**config.mk**
```make
export PLATFORM = sky130hd
export DESIGN_NAME = grammar_comment_stripper
export DESIGN_NICKNAME = d
export VERILOG_FILES = /design/src/design/gcs_pkg.sv /design/src/design/gcs_core.sv /design/src/design/gcs_rsp_fifo.sv /design/src/design/grammar_comment_stripper.sv
export SDC_FILE = /design/constraint.sdc
export NUM_CORES = 1
export LEC_CHECK = 0
export BUFFER_PORTS_ARGS = -buffer_cell sky130_fd_sc_hd__buf_2
export CAP_MARGIN = 5
export CORE_ASPECT_RATIO = 1.1
export CORE_MARGIN = 2
export CORE_UTILIZATION = 48
export CTS_BUF_LIST = sky130_fd_sc_hd__clkbuf_16
export CTS_CLUSTER_DIAMETER = 200
export DETAILED_ROUTE_END_ITERATION = 6
export PLACE_DENSITY = 0.65
export SLEW_MARGIN = 20
export SYNTH_ARGS = -nofsm -noshare
export SYNTH_HDL_FRONTEND = slang
export SYNTH_SLANG_ARGS = --single-unit
export TNS_END_PERCENT = 50
```
**constraint.sdc**
```tcl
create_clock -name clock -period 3.2 [get_ports clock]
set_input_delay 0.64 -clock clock [delete_from_list [all_inputs] [get_ports clock]]
set_output_delay 0.64 -clock clock [all_outputs]
set_load 0.1 [all_outputs]
```
**src/design/gcs_pkg.sv**
```systemverilog
// gcs_pkg: shared types, constants and the per-byte decision function of the
// comment stripper. Used by gcs_core, gcs_rsp_fifo and grammar_comment_stripper.
`default_nettype none

package gcs_pkg;

   localparam logic [7:0] CH_SLASH  = 8'h2F;
   localparam logic [7:0] CH_STAR   = 8'h2A;
   localparam logic [7:0] CH_BSLASH = 8'h5C;
   localparam logic [7:0] CH_LF     = 8'h0A;
   localparam logic [7:0] CH_CR     = 8'h0D;

   localparam logic [7:0] QUOTE_RESET = 8'd34;

   // result queue depth; a transaction may push two results in one cycle
   localparam int RSP_DEPTH = 4;

   typedef enum logic [3:0] {
      CTX_PLAIN = 4'b0001,
      CTX_QUOTE = 4'b0010,
      CTX_LINE  = 4'b0100,
      CTX_BLOCK = 4'b1000
   } ctx_type;

   typedef enum logic [2:0] {
      M_NONE        = 3'd0,
      M_LINE_START  = 3'd1,
      M_LINE_END    = 3'd2,
      M_BLOCK_START = 3'd3,
      M_BLOCK_END   = 3'd4,
      M_QUOTE       = 3'd5
   } mark_type;

   typedef struct packed {
      ctx_type    ctx;
      logic [7:0] prev_byte;
      logic       prev_escape;
      logic       skip;
   } scan_type;

   typedef struct packed {
      scan_type st;
      logic     keep;
   } dec_type;

   typedef struct packed {
      logic [7:0] data;
      logic       byte_valid;
      logic       end_of_text;
      logic       corrupted;
   } rsp_type;

   typedef struct packed {
      logic    first_vld;
      logic    second_vld;
      rsp_type first;
      rsp_type second;
   } push_type;

   localparam scan_type SCAN_RESET = '{ctx: CTX_PLAIN, prev_byte: 8'd0,
                                       prev_escape: 1'b0, skip: 1'b0};

   // decide one byte against an optional lookahead byte
   function automatic dec_type decide(input scan_type s, input logic [7:0] c,
                                      input logic [7:0] nxt, input logic has_next,
                                      input logic [7:0] quote);
      dec_type  r;
      mark_type m;
      logic     emit;
      r    = '{st: s, keep: 1'b0};
      m    = M_NONE;
      emit = 1'b0;
      if (s.skip) begin
         r.st.skip        = 1'b0;
         r.st.prev_byte   = c;
         r.st.prev_escape = 1'b0;
      end else if (c == CH_BSLASH && s.prev_byte == CH_BSLASH && !s.prev_escape) begin
         r.st.prev_byte   = c;
         r.st.prev_escape = 1'b1;
         emit = (s.ctx == CTX_PLAIN) || (s.ctx == CTX_QUOTE);
      end else begin
         if (has_next && c == CH_SLASH && nxt == CH_SLASH) m = M_LINE_START;
         else if (c == CH_LF) m = M_LINE_END;
         else if (has_next && c == CH_SLASH && nxt == CH_STAR) m = M_BLOCK_START;
         else if (has_next && c == CH_STAR && nxt == CH_SLASH) m = M_BLOCK_END;
         else if (c == quote && !(s.prev_byte == CH_BSLASH && !s.prev_escape)) m = M_QUOTE;
         case (s.ctx)
            CTX_PLAIN: begin
               if (m == M_LINE_START) begin
                  r.st.ctx  = CTX_LINE;
                  r.st.skip = 1'b1;
               end else if (m == M_BLOCK_START) begin
                  r.st.ctx  = CTX_BLOCK;
                  r.st.skip = 1'b1;
               end else begin
                  if (m == M_QUOTE) r.st.ctx = CTX_QUOTE;
                  emit = 1'b1;
               end
            end
            CTX_QUOTE: begin
               if (m == M_QUOTE) r.st.ctx = CTX_PLAIN;
               emit = 1'b1;
            end
            CTX_LINE: begin
               if (m == M_LINE_END) r.st.ctx = CTX_PLAIN;
            end
            CTX_BLOCK: begin
               if (m == M_BLOCK_END) begin
                  r.st.ctx  = CTX_PLAIN;
                  r.st.skip = 1'b1;
               end
            end
            default: begin
               r.st.ctx = CTX_PLAIN;
            end
         endcase
         r.st.prev_byte   = c;
         r.st.prev_escape = 1'b0;
      end
      // line breaks never survive
      r.keep = emit && c != CH_LF && c != CH_CR;
      return r;
   endfunction

endpackage

`default_nettype wire

```
**src/design/gcs_core.sv**
```systemverilog
// gcs_core: scan state and the per-transaction decision of the comment stripper.
// Depends on gcs_pkg (decide function, scan and push types).
`default_nettype none

module gcs_core (
   input  wire logic             clock,
   input  wire logic             reset,
   input  wire logic             step,
   input  wire logic [7:0]       in_byte,
   input  wire logic             in_last,
   input  wire logic [7:0]       quote,
   output gcs_pkg::push_type     push
);
   import gcs_pkg::*;

   scan_type   scan_ff, scan_in;
   logic [7:0] pend_ff, pend_in;
   logic       have_ff, have_in;

   dec_type    dec_p;
   dec_type    dec_l;
   scan_type   mid;
   rsp_type    r0;
   rsp_type    r1;
   logic       r0_vld;

   always_comb begin
      // pending byte decided with the new byte as lookahead
      dec_p  = decide(scan_ff, pend_ff, in_byte, 1'b1, quote);
      mid    = have_ff ? dec_p.st : scan_ff;
      r0_vld = have_ff && dec_p.keep;
      r0     = '{data: pend_ff, byte_valid: 1'b1, end_of_text: 1'b0, corrupted: 1'b0};

      // final byte of a text decided with no lookahead
      dec_l  = decide(mid, in_byte, 8'd0, 1'b0, quote);
      r1.data        = dec_l.keep ? in_byte : 8'd0;
      r1.byte_valid  = dec_l.keep;
      r1.end_of_text = 1'b1;
      r1.corrupted   = dec_l.st.ctx != CTX_PLAIN;

      push.first_vld  = step && (r0_vld || in_last);
      push.second_vld = step && r0_vld && in_last;
      push.first      = r0_vld ? r0 : r1;
      push.second     = r1;

      scan_in = scan_ff;
      pend_in = pend_ff;
      have_in = have_ff;
      if (step) begin
         if (in_last) begin
            scan_in = SCAN_RESET;
            pend_in = 8'd0;
            have_in = 1'b0;
         end else begin
            scan_in = mid;
            pend_in = in_byte;
            have_in = 1'b1;
         end
      end
   end

   always_ff @(posedge clock) begin
      if (reset) begin
         scan_ff <= SCAN_RESET;
         pend_ff <= 8'd0;
         have_ff <= 1'b0;
      end else begin
         scan_ff <= scan_in;
         pend_ff <= pend_in;
         have_ff <= have_in;
      end
   end

endmodule

`default_nettype wire

```
**src/design/gcs_rsp_fifo.sv**
```systemverilog
// gcs_rsp_fifo: small result queue taking up to two results a cycle.
// Depends on gcs_pkg (rsp_type, push_type, RSP_DEPTH).
`default_nettype none

module gcs_rsp_fifo (
   input  wire logic              clock,
   input  wire logic              reset,
   input  wire gcs_pkg::push_type push,
   output logic                   room,
   output logic                   rsp_vld,
   input  wire logic              rsp_pop,
   output gcs_pkg::rsp_type       rsp
);
   import gcs_pkg::*;

   localparam int PW = $clog2(RSP_DEPTH);
   localparam int CW = $clog2(RSP_DEPTH + 1);

   rsp_type        mem [RSP_DEPTH];
   logic [PW-1:0]  wr_ff, wr_in;
   logic [PW-1:0]  rd_ff, rd_in;
   logic [CW-1:0]  cnt_ff, cnt_in;
   logic           pop;
   logic [CW-1:0]  n_push;

   always_comb begin
      pop     = rsp_vld && rsp_pop;
      n_push  = CW'(push.first_vld) + CW'(push.second_vld);
      wr_in   = wr_ff + PW'(n_push);
      rd_in   = rd_ff + PW'(pop);
      cnt_in  = cnt_ff + n_push - CW'(pop);
      // a transaction may push two results
      room    = cnt_ff <= CW'(RSP_DEPTH - 2);
      rsp_vld = cnt_ff != '0;
      rsp     = mem[rd_ff];
   end

   always_ff @(posedge clock) begin
      if (push.first_vld) mem[wr_ff] <= push.first;
      if (push.second_vld) mem[wr_ff + PW'(1)] <= push.second;
   end

   always_ff @(posedge clock) begin
      if (reset) begin
         wr_ff  <= '0;
         rd_ff  <= '0;
         cnt_ff <= '0;
      end else begin
         wr_ff  <= wr_in;
         rd_ff  <= rd_in;
         cnt_ff <= cnt_in;
      end
   end

endmodule

`default_nettype wire

```
**src/design/grammar_comment_stripper.sv**
```systemverilog
// grammar_comment_stripper: top level; input register, csr and result queue.
// A byte's result enters the result queue in its successor's transaction.
// Throughput: one transaction per cycle while the result queue has room; a final
// byte that follows a surviving pending byte pushes two results.
// Reset clears scan state, queue and the quote register (to 34).
// Depends on gcs_pkg, gcs_core and gcs_rsp_fifo.
`default_nettype none

module grammar_comment_stripper (
   input  wire logic        clock,
   input  wire logic        reset,
   input  wire logic        req_tvalid,
   output logic             req_tready,
   input  wire logic [7:0]  req_tdata,   // [7:0] in_byte
   input  wire logic        req_tlast,
   output logic             rsp_tvalid,
   input  wire logic        rsp_tready,
   output logic [7:0]       rsp_tdata,   // [7:0] out_byte
   output logic [1:0]       rsp_tuser,   // [0] byte_valid, [1] corrupted
   output logic             rsp_tlast,
   input  wire logic        csr_valid,
   output logic             csr_ready,
   input  wire logic [7:0]  csr_data
);
   import gcs_pkg::*;

   logic       in_vld_ff, in_vld_in;
   logic [7:0] in_byte_ff;
   logic       in_last_ff;
   logic [7:0] quote_ff;
   logic       room;
   logic       step;
   push_type   push;
   rsp_type    rsp;

   always_comb begin
      step       = in_vld_ff && room;
      req_tready = !in_vld_ff || step;
      in_vld_in  = (req_tvalid && req_tready) || (in_vld_ff && !step);
      csr_ready  = 1'b1;
   end

   always_ff @(posedge clock) begin
      if (req_tvalid && req_tready) begin
         in_byte_ff <= req_tdata;
         in_last_ff <= req_tlast;
      end
   end

   always_ff @(posedge clock) begin
      if (reset) begin
         in_vld_ff <= 1'b0;
         quote_ff  <= QUOTE_RESET;
      end else begin
         in_vld_ff <= in_vld_in;
         if (csr_valid && csr_ready) quote_ff <= csr_data;
      end
   end

   gcs_core u_core (
      .clock   (clock),
      .reset   (reset),
      .step    (step),
      .in_byte (in_byte_ff),
      .in_last (in_last_ff),
      .quote   (quote_ff),
      .push    (push)
   );

   gcs_rsp_fifo u_fifo (
      .clock   (clock),
      .reset   (reset),
      .push    (push),
      .room    (room),
      .rsp_vld (rsp_tvalid),
      .rsp_pop (rsp_tready),
      .rsp     (rsp)
   );

   assign rsp_tdata = rsp.data;
   assign rsp_tuser = {rsp.corrupted, rsp.byte_valid};
   assign rsp_tlast = rsp.end_of_text;

endmodule

`default_nettype wire
```
# Yosys cells after proc, flatten, opt, wreduce, memory -nomap -nowiden
# Memory sizes are Yosys's and may differ from the RTL's. A register that Yosys moved wholly into a read port is not among the register bits.
# Index checks and enable logic that the tools add are counted.
dict set report classes {
  magnitude_cmp 1
  n_div 0
  n_eq_ne 35
  mul 0
  n_reduce_logical 35
  addsub 6
  bitwise_logic 0
  muxes 57
  n_shift 0
}
# op count
set ops {}
lappend ops {{4-bit two-way mux} 16}
lappend ops {{3-bit two-way mux} 11}
lappend ops {{8-bit by 6-bit == test with 1-bit output (second input constant)} 4}
lappend ops {{8-bit by 7-bit == test with 1-bit output (second input constant)} 4}
lappend ops {{8-bit by 4-bit != test with 1-bit output (second input constant)} 4}
lappend ops {{4-bit case mux with 4 select lines} 2}
lappend ops {{14-bit two-way mux} 2}
lappend ops {{1-bit logical AND} 23}
lappend ops {{1-bit two-way mux} 18}
lappend ops {{8-bit by 4-bit == test with 1-bit output (second input constant)} 2}
lappend ops {{8-bit == test} 2}
lappend ops {{8-bit two-way mux} 2}
lappend ops {{3-bit by 2-bit == test with 1-bit output (second input constant)} 4}
lappend ops {{3-bit == test (second input constant)} 4}
lappend ops {{11-bit two-way mux} 1}
lappend ops {{4-bit by 1-bit == test with 1-bit output (second input constant)} 2}
lappend ops {{4-bit by 2-bit == test with 1-bit output (second input constant)} 2}
lappend ops {{4-bit by 3-bit == test with 1-bit output (second input constant)} 2}
lappend ops {{4-bit == test (second input constant)} 2}
lappend ops {{3-bit by 1-bit == test with 1-bit output (second input constant)} 2}
lappend ops {{1-bit logical NOT} 6}
lappend ops {{1-bit case mux with 2 select lines} 3}
lappend ops {{1-bit logical OR} 5}
lappend ops {{2-bit two-way mux} 2}
lappend ops {{other kinds (9)} 9}
dict set report word_totals {
  latchBits 0
  reg_bits 48
  out_inout_bits 14
  mem_bits_ro 0
  memories 1
  mem_bits_rw 44
  input_bits 22
}
# name depth width rd rd_clocked_by_memory_dff write_ports line
set mem_list {}
lappend mem_list {u_fifo.mem 4 11 1 1 2 gcs_rsp_fifo.sv:19} ;# rsp_type mem [RSP_DEPTH];

# Logic depth before layout (Yosys ltp)
dict set report depth {
  word_depth 37
  mapped_depth 15
  depth_no_buf 13
}

# By module
# A second synthesis with hierarchy kept.
dict set report hier_totals {
  hier_cells 449
  area_unflattened_um2 5202.5
}
# mod area_each_um2 cells_each seq_area_each_um2 n_inst
set modules_own_cells {}
lappend modules_own_cells {gcs_rsp_fifo 2658.8 148 1461.4 1}
lappend modules_own_cells {gcs_core 1920.6 258 460.4 1}
lappend modules_own_cells {grammar_comment_stripper 623.1 43 450.4 1}

# Least setup slack after synthesis
# Ideal clock, no wire load.
dict set report synth_timing {
  path_kind {register to register}
  startpoint {reg in_byte_ff[4]}
  endpoint {reg u_fifo.cnt_ff[2]}
  path_stages_with_launch 16
  synth_period_minus_slack_ps 3231
  slack_ps -31
  t_arrival_ps 3104
  required_time_ps 3072
  path_cell_list {edfxtp_1 -> clkbuf_1 -> nor3_1 -> and3_1 -> buf_2 -> a41oi_1 -> o2111a_1 -> o21ai_0 -> inv_1 -> ha_1 -> inv_1 -> ha_1 -> fa_1 -> xnor2_1 -> xnor2_1 -> nor2_1}
}
dict set report synth_between {
  elab_chain_len 22
  elab_cells_between_ends 28
  classes_between {add/sub (3); eq/ne (4); mux (11); reduce/logical (10)}
}
# element line
set synth_rtl {}
lappend synth_rtl {{start: declaration} grammar_comment_stripper.sv:28} ;# logic [7:0] in_byte_ff;
lappend synth_rtl {{start signal: assignment} grammar_comment_stripper.sv:45} ;# in_byte_ff <= req_tdata;
lappend synth_rtl {{8-bit by 6-bit == test with 1-bit output} {gcs_pkg.sv:82, gcs_pkg.sv:85}}
lappend synth_rtl {{1-bit logical AND} gcs_pkg.sv:85} ;# else if (has_next && c == CH_STAR && nxt == CH_SLASH) m = M_BLOCK_END;
lappend synth_rtl {{3-bit two-way mux} gcs_pkg.sv:85}
lappend synth_rtl {{3-bit two-way mux} gcs_pkg.sv:84} ;# else if (has_next && c == CH_SLASH && nxt == CH_STAR) m = M_BLOCK_START;
lappend synth_rtl {{3-bit two-way mux} gcs_pkg.sv:83} ;# else if (c == CH_LF) m = M_LINE_END;
lappend synth_rtl {{3-bit two-way mux (*)} gcs_pkg.sv:82} ;# if (has_next && c == CH_SLASH && nxt == CH_SLASH) m = M_LINE_START;
lappend synth_rtl {{3-bit two-way mux (*)} gcs_pkg.sv:77} ;# end else if (c == CH_BSLASH && s.prev_byte == CH_BSLASH && !s.prev_escape) begin
lappend synth_rtl {{3-bit two-way mux (*)} gcs_pkg.sv:73} ;# if (s.skip) begin
lappend synth_rtl {{[... 5 more ...]} --}
lappend synth_rtl {{1-bit two-way mux (*)} gcs_pkg.sv:73}
lappend synth_rtl {{1-bit logical AND (*) (2 in a row)} gcs_pkg.sv:121} ;# r.keep = emit && c != CH_LF && c != CH_CR;
lappend synth_rtl {{1-bit logical AND (*)} gcs_core.sv:31} ;# r0_vld = have_ff && dec_p.keep;
lappend synth_rtl {{1-bit logical OR / 1-bit logical AND (equally long branches)} {gcs_core.sv:41, gcs_core.sv:42}}
lappend synth_rtl {{1-bit logical AND (on tied branches)} {gcs_core.sv:41, gcs_core.sv:42}}
lappend synth_rtl {{1-bit by 1-bit adder with 2-bit output (*)} gcs_rsp_fifo.sv:28} ;# n_push = CW'(push.first_vld) + CW'(push.second_vld);
lappend synth_rtl {{3-bit adder (*)} gcs_rsp_fifo.sv:31} ;# cnt_in = cnt_ff + n_push - CW'(pop);
lappend synth_rtl {{3-bit by 1-bit subtractor with 3-bit output (*)} gcs_rsp_fifo.sv:31}
lappend synth_rtl {{end signal: assignment} gcs_rsp_fifo.sv:51} ;# cnt_ff <= cnt_in;
lappend synth_rtl {{end: declaration} gcs_rsp_fifo.sv:22} ;# logic [CW-1:0] cnt_ff, cnt_in;
# Mark *: on every way between the ends. The rest lies on a longest branch, timed or not. The select of a mux whose other input is x is not followed.
# A chain may end at the register's enable or synchronous reset.

# Worst setup path in the final report
dict set report layout_timing {
  startpoint {reg u_core.pend_ff[2]}
  endpoint {reg u_fifo.cnt_ff[2]}
}
dict set report layout_between {
  elab_chain_len 23
  elab_cells_between_ends 37
  classes_between {add/sub (3); eq/ne (9); mux (12); reduce/logical (13)}
}
# element line
set layout_rtl {}
lappend layout_rtl {{start: declaration} gcs_core.sv:17} ;# logic [7:0] pend_ff, pend_in;
lappend layout_rtl {{start signal: assignment} gcs_core.sv:69} ;# pend_ff <= pend_in;
lappend layout_rtl {{8-bit == test} gcs_pkg.sv:86} ;# else if (c == quote && !(s.prev_byte == CH_BSLASH && !s.prev_escape)) m = M_QUOTE;
lappend layout_rtl {{1-bit logical AND} gcs_pkg.sv:86}
lappend layout_rtl {{3-bit two-way mux} gcs_pkg.sv:86}
lappend layout_rtl {{3-bit two-way mux} gcs_pkg.sv:85}
lappend layout_rtl {{3-bit two-way mux} gcs_pkg.sv:84}
lappend layout_rtl {{3-bit two-way mux} gcs_pkg.sv:83}
lappend layout_rtl {{3-bit two-way mux} gcs_pkg.sv:82}
lappend layout_rtl {{3-bit two-way mux} gcs_pkg.sv:77}
lappend layout_rtl {{[... 7 more ...]} --}
lappend layout_rtl {{1-bit logical AND} gcs_pkg.sv:121}
lappend layout_rtl {{1-bit logical AND (*)} gcs_pkg.sv:121}
lappend layout_rtl {{1-bit logical AND (*)} gcs_core.sv:31}
lappend layout_rtl {{1-bit logical OR / 1-bit logical AND (equally long branches)} {gcs_core.sv:41, gcs_core.sv:42}}
lappend layout_rtl {{1-bit logical AND (on tied branches)} {gcs_core.sv:41, gcs_core.sv:42}}
lappend layout_rtl {{1-bit by 1-bit adder with 2-bit output (*)} gcs_rsp_fifo.sv:28}
lappend layout_rtl {{3-bit adder (*)} gcs_rsp_fifo.sv:31}
lappend layout_rtl {{3-bit by 1-bit subtractor with 3-bit output (*)} gcs_rsp_fifo.sv:31}
# Marked as above.

==> reports/qor.yml <==
timing:
  hold_violations: 0
  slew_viol_final: 0
  finalHoldWorstSlack_ps: 466
  rsz0062_at_grt: "yes"
  period_minus_slack_ps: 3100
  tightest_slew_ps: 1040
  post-route-period-util: 0.970
  slew_headroom: 0.299
  final-setup-viol-count: 0
  finClkSkew_ps: 11.7
  max_freq_mhz: 322
routing:
  drc: 0
  drtPass1Iterations: 5
  vias: 3854
  vias_per_cell: 6.03
  drt_first_iter_violations: 252
  ant_nets: 0
  drt_wl_total_mm: 12.0
  wl_per_cell_um: 18.8
global_route:
  antenna_found_initial: 0
  grt_max_degree: 40
  grt_pass1_vias: 3856
  gr-total-overflow: 0
  grt_pass1_wl_mm: 19.5
  grt_usage: 0.232
logic_synthesis:
  synthMuxAreaShare: 0.0825
  netlist_instances: 467
  synth_seq_cells: 92
  synth_nets: 496
  syn_avg_cell_area_um2: 10.5
  async_flop_share: 0
  ys_types: 69
  synth_compound_area_frac: 0.160
  netlist_area_mm2: 0.00491
  synthAdderAreaFrac: 0.0217
  synthSimpleGateAreaFrac: 0.175
  seq_area_frac_synth: 0.475
  yosys_warnings: 0
  synth_edf_count: 49
  yosysTopAreaCellShare: 0.300
  synth_xor_area_frac: 0.0410
  synthFlopType: "edfxtp_1"
  synth_top_family_by_area: "simple AND/OR/NAND/NOR gates"
  ys_top_cells_by_area: "edfxtp_1 30%, dfxtp_1 18%, a22o_1 5.7%, mux4_2 5.0%, nor2_1 4.5%"
  yosys.area.top_type: "edfxtp_1"
pwr:
  leakage_nw: 2.22
  irDropWorstVdd_uv: 369
  p_per_area_mw_per_mm2: 674
clock_tree:
  cts.reportedPaths.clkPinSlew_ps: 70
  cts_made_buffers: 9
  cts_hold_buf: 0
  insertion_delay_ps: 350
  cts.sinks: 92
  root_buffer: "clkbuf_16"
  cts_max_level: 3
  cts_max_path_buffers: 2
  cts_tree: "done"
floorplanning:
  die_w_um: 100
  die_h_um: 110
  die_area_mm2: 0.0111
  start_util: 0.494
  rows: 38
  design.core.area_mm2: 0.00994
  pin_count: 36
worst_setup_path:
  critPathMaxStageDelay_ps: 480
  arrival_ps: 3320
  cp_cell_sequence: "nand2b_1 -> mux2_2 -> or4_4 -> o2111a_2 -> buf_4 -> inv_1 -> nor2_1 -> ha_1 -> ha_1 -> inv_1 -> fa_2 -> xnor2_2 -> xnor2_1 -> nor2_1"
  worstSetupEndpointType: "flop"
  timing.critical_path.from_type: "flop"
  worst-path-max-fanout: 5
  critPathKind: "flop to flop"
  cp_slowest_cell: "or4_4"
  required_ps: 3410
final_layout:
  fillers: 857
  diodes: 0
  syn_to_final_growth_pct: 17.0
  multi_input_area_mm2: 0.00241
  final_common_cell: "nor2_1"
  nNetsFinal: 543
  ff_latch_area_mm2: 0.00233
  final_cell_mix: "59 x nor2_1, 49 x edfxtp_1, 41 x dfxtp_1, 41 x buf_4, 34 x buf_2"
  drive_gt1_frac: 0.249
  fin_area_mm2: 0.00575
place:
  place.gp.congestion: 0.933
  postPlaceCellArea_mm2: 0.00537
  port_buffers: 34
  hpwl_mm: 8.77
job:
  drv_cap: 0
hold_path:
  hold_path.class: "input pin to flop"
run_status:
  status: "finished clean"
-- power breakdown --
group	switching, mW	internal (mW)	total, mW
registers	0.0699	1.33	1.40
clock network	0.471	0.690	1.16
logic	0.909	0.406	1.32
total	1.45	2.43	3.88
-- cells in the mapped netlist (10+ instances only) --
library cell,n
a21oi_1,18
a22o_1,32
a22oi_1,10
and3_1,15
clkbuf_1,27
dfxtp_1,43
edfxtp_1,49
inv_1,13
mux2i_1,12
mux4_2,11
nand2_1,26
nor2_1,59
xnor2_1,15
-- sequential cells by signal (all words and copies together), names as in the netlist --
signal	count
in_vld_ff	1
u_core.scan_ff	14
in_last_ff	1
u_fifo.wr_ff	2
u_core.have_ff	1
u_fifo.cnt_ff	3
in_byte_ff	8
quote_ff	8
u_fifo.rd_ff	2
u_fifo.mem	44
u_core.pend_ff	8
-- final timing paths --
kind | cells past startpoint | slack [ps] | start | to
hold reg to reg | 2 | 490 | u_fifo.mem[0][1] | u_fifo.mem[0][1]
hold / removal | 1 | 470 | req_tdata[7] | in_byte_ff[7]
setup reg to reg | 14 | 100 | u_core.pend_ff[2] | u_fifo.cnt_ff[2]
setup / recovery | 14 | 100 | u_core.pend_ff[2] | u_fifo.cnt_ff[2]
-- what timing repair did --
action / CTS / global route
setup buffers: 0 / 1
setup endpoints to repair: 1 / 33
hold endpoints to repair: 0 / 0
pin swaps: 0 / 3
resized for setup: 1 / 8
-- worst max-delay path, delay by kind of cell, from the launching register on --
family,cells,cell delay [ps]
xor+xnor,2,320
simple gates,4,740
mux,1,270
flops,1,340
buf+inv,3,280
fa+ha+maj,3,870
compound gates,1,160
-- logic make-up (layout without fill, tap and decap cells) --
group,Yosys count,count (layout)
XOR/XNOR,23,23
other,1,1
multiplexers,26,26
adder cells (fa/ha/maj),8,8
flip-flops,92,92
buffers and inverters,52,104
AND/OR/NAND/NOR,162,162
AO/OA/AOI/OAI,103,103
-- per-stage QoR --
step / util / cells / total power, mW / worst slack [ps] / TNS [ps]
final: 0.578 / 639 / 3.88 / 95.6 / 0
after global routing: 0.578 / 639 / 4.05 / -55.1 / -55.1
after CTS: 0.574 / 638 / 3.88 / 5.23 / 0
after detailed placement: 0.540 / 622 / 2.71 / -2.61 / -2.61
after global placement: 0.540 / 622 / 2.69 / 105 / 0
after floorplan: - / 467 / 2.45 / 25.2 / 0
-- layer usage --
metal  wire (µm)  vias up  track usage
met5           0        -            0
li1            -     1823            -
met1        5220     1847        0.291
met3         575       30       0.0385
met2        5820      154        0.387
met4         404        0        0.118
-- layout make-up --
| type | count | area share |
|---|---|---|
| multi-input cells | 323 | 0.420 |
| flip-flops and latches | 92 | 0.406 |
| repair buffers | 75 | 0.0832 |
| clock buffers | 9 | 0.0392 |
| well taps | 120 | 0.0261 |
| clock inverters | 7 | 0.0172 |
| inverters | 13 | 0.00849 |
No activity file was read; power rests on OpenSTA's default activity.
